File: config.mk
export PLATFORM = sky130hd
export DESIGN_NAME = imu_frame_parse_convert
export DESIGN_NICKNAME = d
export VERILOG_FILES = /design/src/imufp_pkg.sv /design/src/imufp_front.sv /design/src/imufp_fifo.sv /design/src/imufp_back.sv /design/src/imu_frame_parse_convert.sv
export SDC_FILE = /design/constraint.sdc
export NUM_CORES = 1
export LEC_CHECK = 0
export BUFFER_PORTS_ARGS = -buffer_cell sky130_fd_sc_hd__buf_2
export CAP_MARGIN = 30
export CELL_PAD_IN_SITES_DETAIL_PLACEMENT = 1
export CELL_PAD_IN_SITES_GLOBAL_PLACEMENT = 1
export CORE_MARGIN = 2
export CORE_UTILIZATION = 45
export CTS_CLUSTER_SIZE = 8
export DETAILED_ROUTE_END_ITERATION = 10
export GPL_TIMING_DRIVEN = 1
export HOLD_SLACK_MARGIN = 0.03
export PLACE_DENSITY_LB_ADDON = 0.12
export SYNTH_ARGS = -nofsm -noshare
export SYNTH_HDL_FRONTEND = slang
export SYNTH_SLANG_ARGS = --single-unit
File: constraint.sdc
create_clock -name i_clk -period 15.1 [get_ports i_clk]
set_input_delay 1.51 -clock i_clk [delete_from_list [all_inputs] [get_ports i_clk]]
set_output_delay 1.51 -clock i_clk [all_outputs]
set_load 0.02 [all_outputs]
File: src/imufp_pkg.sv
// Shared types and constants for the IMU frame parser and converter.
// No dependencies; every other source file imports this package.
package imufp_pkg;

    // Frame layout.
    localparam logic [7:0] FRAME_HEADER = 8'h55;
    localparam logic [7:0] TYPE_FIRST   = 8'h50;
    localparam logic [7:0] TYPE_LAST    = 8'h59;
    localparam logic [3:0] POS_HEADER   = 4'd0;
    localparam logic [3:0] POS_TYPE     = 4'd1;
    localparam logic [3:0] POS_CHECKSUM = 4'd10;
    localparam int         PAYLOAD_LEN  = 8;
    localparam int         WORD_COUNT   = 4;

    // Frame kinds that get scaled.
    localparam logic [3:0] KIND_GYRO  = 4'd2;
    localparam logic [3:0] KIND_ANGLE = 4'd3;

    // Scale factors, signed so that the products stay signed.
    localparam logic signed [8:0] SCALE_UNIT  = 9'sd1;
    localparam logic signed [8:0] SCALE_GYRO  = 9'sd125;
    localparam logic signed [8:0] SCALE_ANGLE = 9'sd45;

    // Angle units are 1/8192 degree.
    localparam int                 ANGLE_FRAC_BITS = 13;
    localparam logic signed [9:0]  OFFSET_LIMIT    = 10'sd360;
    localparam logic signed [23:0] HALF_TURN       = 24'sd1474560;
    localparam logic signed [23:0] FULL_TURN       = 24'sd2949120;

    // Configuration port.
    localparam int         ADDR_W      = 3;
    localparam int         DATA_W      = 32;
    localparam logic       REG_COMPASS = 1'b0;

    // One checked frame as it crosses from the parser to the converter.
    typedef struct packed {
        logic [3:0]                   kind;
        logic [WORD_COUNT-1:0][15:0]  words;
    } t_frame;

endpackage

File: src/imufp_front.sv
// Frame parser: byte counter, running checksum and payload capture.
// Depends on imufp_pkg; hands checked frames to the queue.
module imufp_front (
    input  logic               i_clk,
    input  logic               i_rst_n,
    input  logic               i_push,
    input  logic [7:0]         i_rx_byte,
    output logic               o_full,
    input  logic               i_q_full,
    output logic               o_frame_valid,
    output imufp_pkg::t_frame  o_frame
);
    import imufp_pkg::*;

    logic [3:0] r_count, n_count;
    logic [7:0] r_sum, n_sum;
    logic [7:0] r_type;
    logic [7:0] r_payload [PAYLOAD_LEN];
    logic       accept;
    logic       last_pos;
    logic       good;
    logic [2:0] pay_idx;

    // The checksum byte can only be taken when the queue has room.
    assign last_pos = (r_count >= POS_CHECKSUM);
    assign o_full   = last_pos && i_q_full;
    assign accept   = i_push && !o_full;
    assign pay_idx  = 3'(r_count - 4'd2);

    // A frame is good when the sum matches and the type is known.
    assign good = (r_sum == i_rx_byte) && (r_type >= TYPE_FIRST) && (r_type <= TYPE_LAST);
    assign o_frame_valid = accept && last_pos && good;

    // Assemble the frame from the stored bytes.
    always_comb begin
        o_frame.kind = 4'(r_type - TYPE_FIRST);
        for (int k = 0; k < WORD_COUNT; k++) begin
            o_frame.words[k] = {r_payload[2*k+1], r_payload[2*k]};
        end
    end

    // Next count and running sum.
    always_comb begin
        n_count = r_count;
        n_sum   = r_sum;
        if (accept) begin
            if (r_count == POS_HEADER) begin
                if (i_rx_byte == FRAME_HEADER) begin
                    n_count = POS_TYPE;
                    n_sum   = i_rx_byte;
                end
            end else if (last_pos) begin
                n_count = POS_HEADER;
                n_sum   = 8'd0;
            end else begin
                n_count = r_count + 4'd1;
                n_sum   = r_sum + i_rx_byte;
            end
        end
    end

    // Control state.
    always_ff @(posedge i_clk) begin
        if (!i_rst_n) begin
            r_count <= POS_HEADER;
            r_sum   <= 8'd0;
        end else begin
            r_count <= n_count;
            r_sum   <= n_sum;
        end
    end

    // Frame contents are written before they are read, so no reset.
    always_ff @(posedge i_clk) begin
        if (accept && r_count == POS_TYPE) begin
            r_type <= i_rx_byte;
        end
        if (accept && r_count > POS_TYPE && !last_pos) begin
            r_payload[pay_idx] <= i_rx_byte;
        end
    end

endmodule

File: src/imufp_fifo.sv
// Short frame queue between the parser and the converter.
// Depends on imufp_pkg for the frame type.
module imufp_fifo #(
    parameter int DEPTH = 2
) (
    input  logic               i_clk,
    input  logic               i_rst_n,
    input  logic               i_wr_en,
    input  imufp_pkg::t_frame  i_wr_data,
    output logic               o_full,
    output logic               o_valid,
    input  logic               i_rd_en,
    output imufp_pkg::t_frame  o_rd_data
);
    import imufp_pkg::*;

    localparam int PTR_W = (DEPTH > 1) ? $clog2(DEPTH) : 1;
    localparam int CNT_W = $clog2(DEPTH + 1);

    t_frame            r_mem [DEPTH];
    logic [PTR_W-1:0]  r_wr_ptr, r_rd_ptr;
    logic [CNT_W-1:0]  r_count;
    logic              do_wr, do_rd;

    assign o_full    = (r_count == CNT_W'(DEPTH));
    assign o_valid   = (r_count != '0);
    assign do_wr     = i_wr_en && !o_full;
    assign do_rd     = i_rd_en && o_valid;
    assign o_rd_data = r_mem[r_rd_ptr];

    function automatic logic [PTR_W-1:0] ptr_next(input logic [PTR_W-1:0] p);
        return (p == PTR_W'(DEPTH - 1)) ? '0 : p + 1'b1;
    endfunction

    // Pointers and fill count.
    always_ff @(posedge i_clk) begin
        if (!i_rst_n) begin
            r_wr_ptr <= '0;
            r_rd_ptr <= '0;
            r_count  <= '0;
        end else begin
            if (do_wr) begin
                r_wr_ptr <= ptr_next(r_wr_ptr);
            end
            if (do_rd) begin
                r_rd_ptr <= ptr_next(r_rd_ptr);
            end
            if (do_wr && !do_rd) begin
                r_count <= r_count + 1'b1;
            end else if (do_rd && !do_wr) begin
                r_count <= r_count - 1'b1;
            end
        end
    end

    // Entry storage.
    always_ff @(posedge i_clk) begin
        if (do_wr) begin
            r_mem[r_wr_ptr] <= i_wr_data;
        end
    end

endmodule

File: src/imufp_back.sv
// Converter: scales the first three words by kind, applies the compass offset to yaw
// and wraps it. Depends on imufp_pkg. Three stages, the last is the result.
module imufp_back (
    input  logic                 i_clk,
    input  logic                 i_rst_n,
    input  logic signed [9:0]    i_offset,
    input  logic                 i_frame_valid,
    input  imufp_pkg::t_frame    i_frame,
    output logic                 o_frame_ready,
    output logic                 o_valid,
    input  logic                 i_pop,
    output logic [3:0]           o_packet_kind,
    output logic signed [23:0]   o_value_0,
    output logic signed [23:0]   o_value_1,
    output logic signed [23:0]   o_value_2,
    output logic signed [15:0]   o_value_3
);
    import imufp_pkg::*;

    // Stage A: scaled words.
    logic               r_a_valid;
    logic [3:0]         r_a_kind;
    logic signed [23:0] r_a_v [3];
    logic signed [15:0] r_a_w3;
    // Stage B: yaw with offset taken off.
    logic               r_b_valid;
    logic               r_b_comp;
    logic [3:0]         r_b_kind;
    logic signed [23:0] r_b_v [3];
    logic signed [15:0] r_b_w3;
    // Stage C: result register.
    logic               r_c_valid;

    logic               c_ready, b_ready, a_ready;
    logic               take_a, take_b, take_c;
    logic signed [8:0]  factor;
    logic signed [24:0] prod [3];
    logic signed [9:0]  off_sat;
    logic signed [23:0] off_units;
    logic signed [23:0] yaw_lo, yaw_wrapped;

    // Pipeline flow control.
    assign c_ready       = !r_c_valid || i_pop;
    assign b_ready       = !r_b_valid || c_ready;
    assign a_ready       = !r_a_valid || b_ready;
    assign take_a        = i_frame_valid && a_ready;
    assign take_b        = r_a_valid && b_ready;
    assign take_c        = r_b_valid && c_ready;
    assign o_frame_ready = a_ready;
    assign o_valid       = r_c_valid;

    // Scale factor by kind; one small multiplier for each of the first three words.
    always_comb begin
        case (i_frame.kind)
            KIND_GYRO:  factor = SCALE_GYRO;
            KIND_ANGLE: factor = SCALE_ANGLE;
            default:    factor = SCALE_UNIT;
        endcase
        for (int k = 0; k < 3; k++) begin
            prod[k] = signed'(i_frame.words[k]) * factor;
        end
    end

    // Offset clamped to one full turn, then in angle units.
    always_comb begin
        if (i_offset > OFFSET_LIMIT) begin
            off_sat = OFFSET_LIMIT;
        end else if (i_offset < -OFFSET_LIMIT) begin
            off_sat = -OFFSET_LIMIT;
        end else begin
            off_sat = i_offset;
        end
        off_units = 24'(off_sat) <<< ANGLE_FRAC_BITS;
    end

    // Wrap yaw once from below, then once from above.
    always_comb begin
        yaw_lo      = (r_b_v[2] < -HALF_TURN) ? r_b_v[2] + FULL_TURN : r_b_v[2];
        yaw_wrapped = (yaw_lo > HALF_TURN) ? yaw_lo - FULL_TURN : yaw_lo;
    end

    // Valid bits.
    always_ff @(posedge i_clk) begin
        if (!i_rst_n) begin
            r_a_valid <= 1'b0;
            r_b_valid <= 1'b0;
            r_c_valid <= 1'b0;
        end else begin
            if (a_ready) begin
                r_a_valid <= i_frame_valid;
            end
            if (b_ready) begin
                r_b_valid <= r_a_valid;
            end
            if (c_ready) begin
                r_c_valid <= r_b_valid;
            end
        end
    end

    // Stage payloads.
    always_ff @(posedge i_clk) begin
        if (take_a) begin
            r_a_kind <= i_frame.kind;
            for (int k = 0; k < 3; k++) begin
                r_a_v[k] <= prod[k][23:0];
            end
            r_a_w3 <= signed'(i_frame.words[3]);
        end
        if (take_b) begin
            r_b_kind <= r_a_kind;
            r_b_comp <= (r_a_kind == KIND_ANGLE) && (i_offset != 10'sd0);
            r_b_v[0] <= r_a_v[0];
            r_b_v[1] <= r_a_v[1];
            r_b_v[2] <= ((r_a_kind == KIND_ANGLE) && (i_offset != 10'sd0))
                        ? r_a_v[2] - off_units : r_a_v[2];
            r_b_w3   <= r_a_w3;
        end
        if (take_c) begin
            o_packet_kind <= r_b_kind;
            o_value_0     <= r_b_v[0];
            o_value_1     <= r_b_v[1];
            o_value_2     <= r_b_comp ? yaw_wrapped : r_b_v[2];
            o_value_3     <= r_b_w3;
        end
    end

endmodule

File: src/imu_frame_parse_convert.sv
// IMU frame parser and converter, top level: parser, frame queue,
// converter and the compass offset register. Depends on imufp_pkg.
// Throughput: one byte per cycle while full is low; frames overlap in the pipeline.
// Path: the edge that accepts a checksum byte writes the queue, then the scale,
// offset and result stages follow in order; a held result stalls them.
// Reset: synchronous, active low; clears framing, queue, valid bits and the compass offset.
module imu_frame_parse_convert #(
    parameter int QUEUE_DEPTH = 2
) (
    input  logic                           i_clk,
    input  logic                           i_rst_n,
    input  logic                           push,
    output logic                           full,
    input  logic [7:0]                     i_rx_byte,
    output logic                           empty,
    input  logic                           pop,
    output logic [3:0]                     o_packet_kind,
    output logic signed [23:0]             o_value_0,
    output logic signed [23:0]             o_value_1,
    output logic signed [23:0]             o_value_2,
    output logic signed [15:0]             o_value_3,
    input  logic                           psel,
    input  logic                           penable,
    input  logic                           pwrite,
    input  logic [imufp_pkg::ADDR_W-1:0]   paddr,
    input  logic [imufp_pkg::DATA_W-1:0]   pwdata,
    output logic [imufp_pkg::DATA_W-1:0]   prdata,
    output logic                           pready
);
    import imufp_pkg::*;

    logic signed [9:0] r_compass;
    logic              reg_sel;
    logic              front_valid;
    t_frame            front_frame;
    t_frame            q_frame;
    logic              q_full, q_valid, back_ready;
    logic              out_valid;

    // Configuration register.
    assign pready  = 1'b1;
    assign reg_sel = (paddr[ADDR_W-1:2] == REG_COMPASS);
    assign prdata  = reg_sel ? DATA_W'(r_compass) : '0;

    always_ff @(posedge i_clk) begin
        if (!i_rst_n) begin
            r_compass <= 10'sd0;
        end else if (psel && penable && pwrite && pready && reg_sel) begin
            r_compass <= signed'(pwdata[9:0]);
        end
    end

    // Parser.
    imufp_front u_front (
        .i_clk         (i_clk),
        .i_rst_n       (i_rst_n),
        .i_push        (push),
        .i_rx_byte     (i_rx_byte),
        .o_full        (full),
        .i_q_full      (q_full),
        .o_frame_valid (front_valid),
        .o_frame       (front_frame)
    );

    // Queue of checked frames.
    imufp_fifo #(
        .DEPTH (QUEUE_DEPTH)
    ) u_fifo (
        .i_clk     (i_clk),
        .i_rst_n   (i_rst_n),
        .i_wr_en   (front_valid),
        .i_wr_data (front_frame),
        .o_full    (q_full),
        .o_valid   (q_valid),
        .i_rd_en   (back_ready),
        .o_rd_data (q_frame)
    );

    // Converter.
    imufp_back u_back (
        .i_clk         (i_clk),
        .i_rst_n       (i_rst_n),
        .i_offset      (r_compass),
        .i_frame_valid (q_valid),
        .i_frame       (q_frame),
        .o_frame_ready (back_ready),
        .o_valid       (out_valid),
        .i_pop         (pop),
        .o_packet_kind (o_packet_kind),
        .o_value_0     (o_value_0),
        .o_value_1     (o_value_1),
        .o_value_2     (o_value_2),
        .o_value_3     (o_value_3)
    );

    assign empty = !out_valid;

endmodule

==> flow_summary_export.csv, run 1 <==
group,metric,value,unit
worst_setup_path,crit_family,"simple AND/OR/NAND/NOR gates",
worst_setup_path,path_max_fanout,49,
sta,worst_slack,7920,ps
placed_design,dp_slack,7870,ps
synthesis,yosysTopAreaCell,"edfxtp_1",
cts,h-tree-depth,3,
worst_setup_path,end_kind,"register",
floorplan,die_h,257,µm
cells_and_area,layout.cells.non_filler,3391,
grt,gr-total-overflow,0,
worst_setup_path,cp_cell_sequence,"buf_4 > mux2i_2 > buf_4 > nand2_1 > nor2_1 > inv_1 > fa_1 > inv_1 > ha_1 > inv_1 > fa_1 > fa_1 > inv_1 > ha_1 > nor2b_1 > o21a_1 > o21ai_0 > a211oi_1 > nor3_1 > nor4_1 > nor3_1 > xnor2_1",
synthesis,synth_flop_cell,"edfxtp_1",
grt,grt_max_degree,69,
sta,fmax,139,MHz
routing,firstDrtPassIters,4,
sta,setup_tns,0,ps
cells_and_area,final_nets,2915,
synthesis,synth_seq_cells,515,
floorplan,row_count,92,
sta,hold_viol_final,0,
synthesis,syn_nets,2733,
routing,antenna_left,0,
grt,grt_pass1_vias,18900,
cts,numCtsBuffers,75,
power_and_ir_drop,p_per_area,95.3,nW/µm²
cts,root_buffer,"clkbuf_16",
floorplan,dieArea,66100,µm²
run_status,status,"complete, no violations",
cells_and_area,multi_input_area,11700,µm²
routing,viasPerCell,5.01,
synthesis,synth_area_leaders,"edfxtp_1 51%, fa_1 12%, ha_1 8.2%, inv_1 5.7%, xnor2_1 3.0%",
sta,rsz0062_at_grt,"no",
synthesis,synth_top_area_share,50.5,%
cells_and_area,area_delta_synth_final,13.4,%
cts,cts_tree,"yes",
cts,cts_sinks,515,
placed_design,gp_congestion,0.812,
placed_design,port_buffers,151,
cts,ctsHoldBuffers,0,
synthesis,synth_edf_count,485,
power_and_ir_drop,leakagePower,13.5,nW
synthesis,syn_area,28800,µm²
worst_setup_path,start_kind,"register",
floorplan,boundaryPins,177,
placed_design,dp.cells,3272,
routing,drc,0,
grt,grt_antenna_before_repair,1,
cells_and_area,final_util,51.7,%
routing,drt_iter0_drc,729,
routing,num_vias,17000,
worst_setup_path,critical-path-slowest-cell,"buf_4",
synthesis,synth_cell_types,84,
cts,clock_latency,640,ps
grt,grt_pass1_wl,97100,µm
hold_path,min_path_type,"reg2reg",
cts,post_cts_buffers,0,
grt,grt_use_total,18.4,%
sta,worst_pin_slew,959,ps
worst_setup_path,crit_path_frequent_cell,"inv_1",
cells_and_area,n_fill_cell,6533,
placed_design,dp.final_hpwl,42500,µm
synthesis,async_flop_share,0,%
synthesis,synth_cells,2325,
worst_setup_path,critPathMaxStageDelay,700,ps
floorplan,core_area,63200,µm²
cells_and_area,layout-drive-gt1-share,12.7,%
floorplan,initial_core_util,45.6,%
synthesis,yosys_warnings,0,
sta,skew,55.9,ps
synthesis,seq_area_frac_synth,52.6,%
worst_setup_path,worstPathArrival,7520,ps
cts,clockBufferDepth,3,
sta,finalSetupViolations,0,
power_and_ir_drop,vdd_drop_max,0.0743,mV
routing,wire_per_inst,17.5,µm
synthesis,postSynthAreaPerCell,12.4,µm²
worst_setup_path,crit_required,15430,ps
sta,period_share,47.6,%
flow_run,max-cap-violations,0,
sta,slew_violations,0,
cells_and_area,area.sequential,15200,µm²
worst_setup_path,crit_type,"reg2reg",
sta,fin_crit,7180,ps
cts,ctsResizeCount,0,
floorplan,die_w,257,µm
cts,cts.clk_slew.worst_paths,50,ps
sta,slew_headroom,35.9,%
worst_setup_path,path_buf_inv,6,
routing,routed_wl,59400,µm
worst register-to-register path, stage by stage, from the launching register on:
cell,delay (ps)
dfxtp_4,530
buf_4,710
mux2i_2,380
buf_4,290
nand2_1,620
nor2_1,360
inv_1,90
fa_1,520
inv_1,50
ha_1,160
inv_1,70
fa_1,430
fa_1,490
inv_1,40
ha_1,320
nor2b_1,150
o21a_1,180
o21ai_0,340
a211oi_1,190
nor3_1,390
nor4_1,100
nor3_1,370
xnor2_1,110
metrics by stage:
step | hold slack, ps | instance area (µm²) | power, W
6_report | 394 | 32700 | 0.00312
5_1_grt | 415 | 32700 | 0.00322
4_1_cts | 401 | 32600 | 0.00316
3_5_place_dp | 405 | 30400 | 0.00160
3_3_place_gp | 400 | 30400 | 0.00160
2_1_floorplan | 400 | 28800 | 0.00159
synthesized netlist by cell type (4+ instances only):
cell and count:
nand3_1 35, o211ai_1 5, xnor2_1 100, a21oi_1 82, nor2_1 156, xor2_1 26
o21ai_1 5, and2_1 19, nor3_1 24, nand2_1 137, buf_2 15, a21o_1 22
o31ai_1 7, a211oi_1 15, nand4_1 7, a41oi_1 4, nor2b_1 25, mux2_2 33
o21ai_0 57, o21bai_1 12, clkbuf_1 23, maj3_1 5, buf_4 26, and3_1 9
inv_1 438, fa_1 168, ha_1 190, mux2i_1 37, a211o_1 5, a31oi_1 11
or3_1 6, or2_2 8, dfxtp_1 30, o21a_1 13, nor4_1 6, edfxtp_1 485
nand2b_1 17
sequential cells by signal, indices dropped and copies added, names as in the netlist, 2 cells and up, named ones only:
register / flops
o_value_0: 24
o_value_1: 24
r_compass: 10
u_back.o_packet_kind: 4
u_back.o_value_2: 24
u_back.o_value_3: 16
u_back.r_a_kind: 4
u_back.r_a_v: 72
u_back.r_a_w3: 16
u_back.r_b_kind: 4
u_back.r_b_v: 72
u_back.r_b_w3: 16
u_fifo.r_count: 2
u_fifo.r_mem: 136
u_front.r_count: 4
u_front.r_payload: 64
u_front.r_sum: 8
u_front.r_type: 8
logic make-up (layout without fill, tap and decap cells):
group | count (synthesis) | count (layout) | share of synthesized area [%]
simple gates | 466 | 466 | 7.46
other cells | 1 | 2 | 0.0130
mux | 71 | 71 | 2.61
xor+xnor | 126 | 126 | 3.83
fa+ha+maj | 363 | 363 | 20.1
compound gates | 276 | 276 | 6.34
buf+inv | 507 | 726 | 7.05
flops | 515 | 515 | 52.6
metal layers:
layer  wire (µm)  vias to the layer above  share of wire, %  global-route usage (%)
li1            -                     8177                 -                       -
met1       25900                     8501                44                    22.7
met2       30400                      226                51                    33.2
met3        1960                       85               3.3                    2.74
met4        1210                        0               2.0                    5.77
met5           0                        -                 0                       0
final timing paths:
check | start | endpoint | slack (ps) | depth (start not counted)
worst min register to register | u_front.r_payload[1][2] | u_fifo.r_mem[1][10] | 390 | 0
worst max-delay path | register | u_back.r_a_v[0][46] | 7920 | 22
worst min-delay path | u_front.r_payload[1][2] | u_fifo.r_mem[1][10] | 390 | 0
worst max register to register | register | u_back.r_a_v[0][46] | 7920 | 22
power by group:
group / total (W) / leakage [nW] / switching, W / internal [W]
clock: 0.00154 / 1.05 / 0.000623 / 0.000921
combinational: 0.0000275 / 7.84 / 0.0000191 / 0.00000834
sequential: 0.00155 / 4.60 / 0.00000100 / 0.00154
layout make-up:
type / instances / area share (%)
diodes: 1 / 0.00765
clock buffers: 104 / 6.07
clock inverters: 10 / 0.658
inverters: 439 / 5.05
multi-input cells: 1303 / 35.7
flip-flops and latches: 515 / 46.4
well taps: 846 / 3.24
repair buffers: 173 / 2.92
layout by cell type (no fill, tap or decap), types with 6 or more instances in the layout:
cell,synthesis,routed
dfxtp_1,30,29
o31ai_1,7,7
a211oi_1,15,15
buf_2,15,151
or3_1,6,6
o21bai_1,12,12
nor2b_1,25,22
nor4_1,6,6
clkbuf_16,0,75
xor2_1,26,26
nand2_1,137,137
mux2i_1,37,36
buf_4,26,18
clkbuf_1,23,29
o21ai_1,5,6
a31oi_1,11,11
and2_1,19,18
ha_1,190,190
nor3_1,24,24
o21a_1,13,13
xnor2_1,100,100
nor2_1,156,155
nand4_1,7,7
edfxtp_1,485,485
fa_1,168,168
o21ai_0,57,56
mux2_2,33,33
clkinv_16,0,6
nand3_1,35,35
nand2b_1,17,17
inv_1,438,437
or2_2,8,8
a21o_1,22,22
and3_1,9,9
a21oi_1,82,82
(Power assumes the default switching activity.)
==> run 2: changes to the inputs <==
Clock period 15.1 ns to 6.1 ns, I/O delays scaled along.
==> run 2 against run 1 <==
  * Worst hold slack lost 120 ps
  * Cell area grew 0.65%
  * Clock power grew 150%
  * Worst setup slack lost 7700 ps
  * Wire length grew 1.3%
  * Power grew 150%
  * Critical path type unchanged
  * Critical endpoint is now u_back.r_a_v[0][47]
==> flow_summary_export.csv, run 2 (synthesized netlist as in run 1, its figures left out) <==
group,metric,value,unit
sta,worst_pin_slew,1080,ps
grt,grt_antenna_before_repair,1,
worst_setup_path,r2r_slack,230,ps
routing,drc,0,
floorplan,die_h,257,µm
cells_and_area,mostFrequentLayoutCells,"485 x edfxtp_1, 435 x inv_1, 190 x ha_1",
hold_path,hold_depth,3,
hold_path,min_to,"r_compass[5]",
power_and_ir_drop,vdd_drop_max,0.182,mV
sta,fmax,170,MHz
cts,clock_latency,630,ps
floorplan,row_count,92,
routing,firstDrtPassIters,5,
sta,whs,272,ps
routing,num_vias,17100,
cts,h-tree-depth,3,
cts,cts_sinks,515,
worst_setup_path,crit_type,"reg2reg",
flow_run,max-cap-violations,0,
cells_and_area,area_delta_synth_final,14.2,%
floorplan,die_w,257,µm
worst_setup_path,path_max_fanout,13,
sta,skew,67.4,ps
grt,gr-total-overflow,0,
placed_design,gp_congestion,0.821,
sta,worst_slack,234,ps
placed_design,dp_slack,29.4,ps
hold_path,min-delay-start,"pwdata[5]",
worst_setup_path,start_kind,"register",
routing,routed_wl,60200,µm
grt,grt_use_total,18.7,%
grt,grtUsageMet3,3.00,%
worst_setup_path,rr_endpoint,"u_back.r_a_v[0][47]",
cells_and_area,largest_register_ffs,136,
routing,wire_per_inst,17.7,µm
cts,numCtsBuffers,75,
worst_setup_path,crit_family,"adder cells",
grt,grtUsageMet1,23.3,%
routing,viasPerCell,5.03,
power_and_ir_drop,leakagePower,13.6,nW
placed_design,port_buffers,151,
sta,period_share,96.2,%
worst_setup_path,worstPathArrival,6220,ps
sta,rsz0062_at_grt,"yes",
worst_setup_path,critPathMaxStageDelay,560,ps
placed_design,placed_cell_area,30600,µm²
cells_and_area,final_nets,2940,
cells_and_area,regMostFlops,"u_fifo.r_mem",
sta,slew_headroom,27.2,%
cts,cts.clk_slew.worst_paths,50,ps
floorplan,boundaryPins,177,
routing,drt_iter0_drc,575,
worst_setup_path,end_kind,"register",
sta,slew_violations,0,
floorplan,initial_core_util,45.6,%
sta,finalSetupViolations,0,
grt,grt_pass1_wl,98600,µm
worst_setup_path,critical-path-slowest-cell,"fa_1",
run_status,status,"complete, no violations",
floorplan,core_area,63200,µm²
cells_and_area,reg_top3,"u_fifo.r_mem x136, u_back.r_a_v x72, u_back.r_b_v x72",
cells_and_area,final_common_cell,"edfxtp_1",
cells_and_area,layout-drive-gt1-share,14.0,%
worst_setup_path,rr_worst_depth,20,
sta,hold_viol_final,0,
cells_and_area,n_fill_cell,6539,
grt,grt_max_degree,52,
floorplan,dieArea,66100,µm²
worst_setup_path,crit_required,6450,ps
cts,root_buffer,"clkbuf_16",
placed_design,dp.final_hpwl,43500,µm
routing,antenna_left,0,
sta,fin_crit,5870,ps
hold_path,min_path_type,"in2reg",
grt,grt_pass1_vias,19100,
cts,cts_tree,"yes",
worst_setup_path,path_buf_inv,5,
power_and_ir_drop,p_per_area,235,nW/µm²
cts,clockBufferDepth,3,
grt,gr-max-usage-layer,"met2",
cts,ctsHoldBuffers,0,
worst_setup_path,cp_cell_sequence,"mux2_2 > nand2b_1 > buf_4 > nor2_1 > fa_1 > inv_1 > fa_1 > inv_1 > fa_1 > inv_1 > fa_1 > inv_1 > ha_1 > a2111o_1 > a211o_1 > a41o_1 > a21oi_2 > o21ai_1 > a21oi_1 > xnor2_1",
cells_and_area,final_cell_area,32900,µm²
grt,met2_usage,33.8,%
-- run 2: cell count changes in the layout (fill, tap and decap cells not counted), moves of 2 or more --
cell,change
bufinv_16,+2
clkbuf_1,-15
nor3_1,-2
o21ai_0,-2
o21ai_1,+2
mux2i_1,-2
inv_1,-2
buf_4,+24
mux2i_2,+2
nor3_2,+2
clkinv_2,-2
-- run 2: worst max-delay path by stage --
stage,start,endpoint,cells past startpoint
floorplan,register,u_back.r_a_v[0][45],24
global placement,register,u_back.r_a_v[0][47],22
detailed placement,register,u_back.r_a_v[0][47],22
CTS,register,u_back.r_a_v[0][47],22
global route,register,u_back.r_a_v[0][47],20
finish,register,u_back.r_a_v[0][47],20
-- run 2: layout make-up --
class	count	area (µm²)	share of cell area, %
Antenna cell	1	2.50	0.00760
Clock buffer	89	1930	5.86
Clock inverter	10	265	0.806
Inverter	439	1650	5.03
Multi-Input combinational cell	1304	11700	35.6
Sequential cell	515	15200	46.1
Tap cell	846	1060	3.22
Timing Repair Buffer	197	1120	3.40
-- run 2: metal layers --
layer	share of wire, %	up-vias
met5	0	-
met4	1.7	0
met3	3.1	72
met2	51	201
met1	44	8637
li1	-	8202
-- run 2: tightest hold or removal path, delay by kind of cell --
| kind | cells | cell delay [ps] |
|---|---|---|
| buffers and inverters | 1 | 100 |
| and+or+nand+nor | 1 | 50 |
| AOI/OAI and AO/OA | 1 | 50 |
-- run 2: through the flow --
| stage | utilization [%] | cells | total power [W] | TNS, ps |
|---|---|---|---|---|
| floorplan | - | 2325 | 0.00393 | 0 |
| global placement | 48.4 | 3290 | 0.00396 | 0 |
| detailed placement | 48.4 | 3293 | 0.00396 | 0 |
| CTS | 51.9 | 3392 | 0.00784 | 0 |
| global route | 52.1 | 3400 | 0.00799 | -186 |
| finish | 52.1 | 3401 | 0.00774 | 0 |
-- run 2: what timing repair did --
item,4_1_cts,5_1_grt
setup buffers,0,5
setup endpoints to repair,0,16
resized for setup,0,13
-- run 2: report_power, final --
group          internal [W]   total, W  switching [W]
logic             0.0000207  0.0000695      0.0000488
registers           0.00382    0.00383     0.00000259
clock network       0.00232    0.00384        0.00152
==> run 3: changes to the inputs <==
--- a/config.mk
+++ b/config.mk
@@ -7,2 +7,3 @@
 export LEC_CHECK = 0
+export ABC_CLOCK_PERIOD_IN_PS = 6100
 export BUFFER_PORTS_ARGS = -buffer_cell sky130_fd_sc_hd__buf_2
@@ -18,2 +19,3 @@
 export PLACE_DENSITY_LB_ADDON = 0.12
+export REMOVE_ABC_BUFFERS = 1
 export SYNTH_ARGS = -nofsm -noshare
--- a/constraint.sdc
+++ b/constraint.sdc
@@ -3,2 +3,2 @@
 set_output_delay 0.61 -clock i_clk [all_outputs]
-set_load 0.02 [all_outputs]
+set_load 0.1 [all_outputs]
==> run 3 against run 2 <==
  * Via count is 1.1% higher
  * Fmax is 1.9% higher
  * First-iteration DRC count is 63% higher
  * Count of clock-buffer cells in the layout is 14 higher
  * Clock skew is 8.0 ps lower
  * Cell area is 0.11% lower
  * Clock power is 1% lower
  * Power is 0.52% lower
  * Critical path depth is 2 higher
  * Sequential cell count stayed put
  * Largest power group is now sequential cells
  * Highest routed layer unchanged
==> flow_summary_export.csv, run 3 (synthesized netlist as in run 1, its figures left out) <==
group,metric,value,unit
routing,top_layer,"met4",
floorplan,initial_core_util,45.6,%
routing,firstDrtPassIters,5,
cells_and_area,n_antenna_cell,0,
cells_and_area,area_delta_synth_final,14.1,%
cells_and_area,largest_register_ffs,136,
routing,num_vias,17300,
cells_and_area,regMostFlops,"u_fifo.r_mem",
routing,routed_wl,61100,µm
sta,worst_pin_slew,941,ps
cells_and_area,n_fill_cell,6525,
cells_and_area,final_nets,2938,
cts,root_buffer,"clkbuf_16",
sta,fin_crit,5760,ps
routing,wire_per_inst,17.9,µm
cts,cts.clk_slew.worst_paths,50,ps
sta,skew,59.4,ps
grt,grt_max_degree,51,
worst_setup_path,worstPathArrival,6110,ps
routing,drc,0,
floorplan,die_w,257,µm
cells_and_area,final_util,52.0,%
grt,gr-total-overflow,0,
sta,slew_headroom,37.1,%
worst_setup_path,end_kind,"register",
cts,clock_latency,630,ps
placed_design,port_buffers,151,
cts,h-tree-depth,3,
sta,fmax,174,MHz
floorplan,row_count,92,
placed_design,dp.final_hpwl,44100,µm
routing,viasPerCell,5.07,
placed_design,gp_congestion,0.794,
worst_setup_path,crit_type,"reg2reg",
worst_setup_path,start_kind,"register",
cts,cts_tree,"yes",
routing,wl_met3,1850,µm
grt,grt_use_total,18.9,%
cts,cts_sinks,515,
sta,period_share,94.4,%
floorplan,die_h,257,µm
routing,drt_iter0_drc,935,
floorplan,boundaryPins,177,
power_and_ir_drop,p_per_area,234,nW/µm²
flow_run,max-cap-violations,0,
run_status,status,"complete, no violations",
cells_and_area,final_common_cell,"edfxtp_1",
routing,m1WireLength,26900,µm
routing,wl_met2,31100,µm
sta,finalSetupViolations,0,
power_and_ir_drop,vdd_drop_max,0.181,mV
floorplan,core_area,63200,µm²
hold_path,min_path_type,"in2reg",
worst_setup_path,crit_required,6450,ps
sta,whs,260,ps
worst_setup_path,path_max_fanout,13,
cts,numCtsBuffers,75,
power_and_ir_drop,leakagePower,13.6,nW
cts,clockBufferDepth,3,
routing,antenna_left,0,
sta,slew_violations,0,
floorplan,dieArea,66100,µm²
grt,grt_pass1_wl,99400,µm
sta,hold_viol_final,0,
cells_and_area,layout-drive-gt1-share,13.9,%
cells_and_area,reg_top3,"u_fifo.r_mem x136, u_back.r_a_v x72, u_back.r_b_v x72",
cells_and_area,mostFrequentLayoutCells,"485 x edfxtp_1, 436 x inv_1, 190 x ha_1",
grt,grt_pass1_vias,19200,
grt,grt_antenna_before_repair,0,
==> run 3: metrics by stage <==
| stage | total power, W | instance area (µm²) | setup WS (ps) | setup TNS (ps) | instances |
|---|---|---|---|---|---|
| floorplan | 0.00394 | 28400 | -23040 | -661270 | 2257 |
| global placement | 0.00398 | 30600 | 179 | 0 | 3296 |
| detailed placement | 0.00398 | 30600 | -32.5 | -60.9 | 3297 |
| CTS | 0.00781 | 32800 | 12.8 | 0 | 3409 |
| global route | 0.00796 | 32900 | -7.75 | -7.75 | 3411 |
| finish | 0.00770 | 32900 | 341 | 0 | 3411 |
==> run 3: area by class of cell <==
| class | instances | area, µm² | area share (%) |
|---|---|---|---|
| Tap cell | 846 | 1060 | 3.22 |
| Sequential cell | 515 | 15200 | 46.1 |
| Timing Repair Buffer | 196 | 1120 | 3.41 |
| Multi-Input combinational cell | 1303 | 11700 | 35.6 |
| Clock buffer | 103 | 2000 | 6.09 |
| Inverter | 439 | 1650 | 5.02 |
| Clock inverter | 9 | 168 | 0.510 |
==> run 3: critical path, cell delays in order (launching register included) <==
cell and delay, ps:
dfxtp_4 400, mux2i_1 300, buf_4 300, nand2_2 220, buf_4 260, nor2_1 200, ha_1 310, xnor2_1 180
fa_1 540, inv_1 50, fa_1 470, inv_1 50, fa_1 470, inv_1 40, ha_1 330, a21o_1 200
a21o_1 200, a21o_1 210, o21ai_0 220, a31oi_1 120, o21a_1 210, nor2_1 110, xnor2_1 80
==> run 3: power breakdown <==
part,internal (W),switching [W],leakage (nW)
Clock,0.00228,0.00150,1.04
Sequential,0.00382,0.00000228,4.60
Combinational,0.0000206,0.0000667,7.95
==> run 3: timing repair <==
action / in CTS / in global routing
pin swaps: 0 / 1
buffers inserted: 0 / 1
hold buffers: 0 / 0
gates resized for setup: 3 / 13
endpoints found under the setup margin: 3 / 18
==> run 3: per-layer routing <==
| metal | up-vias | GRT usage, % |
|---|---|---|
| met5 | - | 0 |
| met4 | 0 | 5.73 |
| met2 | 229 | 33.2 |
| met1 | 8767 | 24.2 |
| met3 | 73 | 2.75 |
| li1 | 8223 | - |
==> run 3: path summary, 6_finish.rpt <==
check	cells after the start	start	to	slack, ps
worst max register to register	22	register	u_back.r_a_v[0][23]	340
worst min-delay path	3	pwdata[6]	r_compass[6]	260
worst min register to register	0	u_back.r_b_w3[11]	u_back.o_value_3[11]	400
worst max-delay path	22	register	u_back.r_a_v[0][23]	340
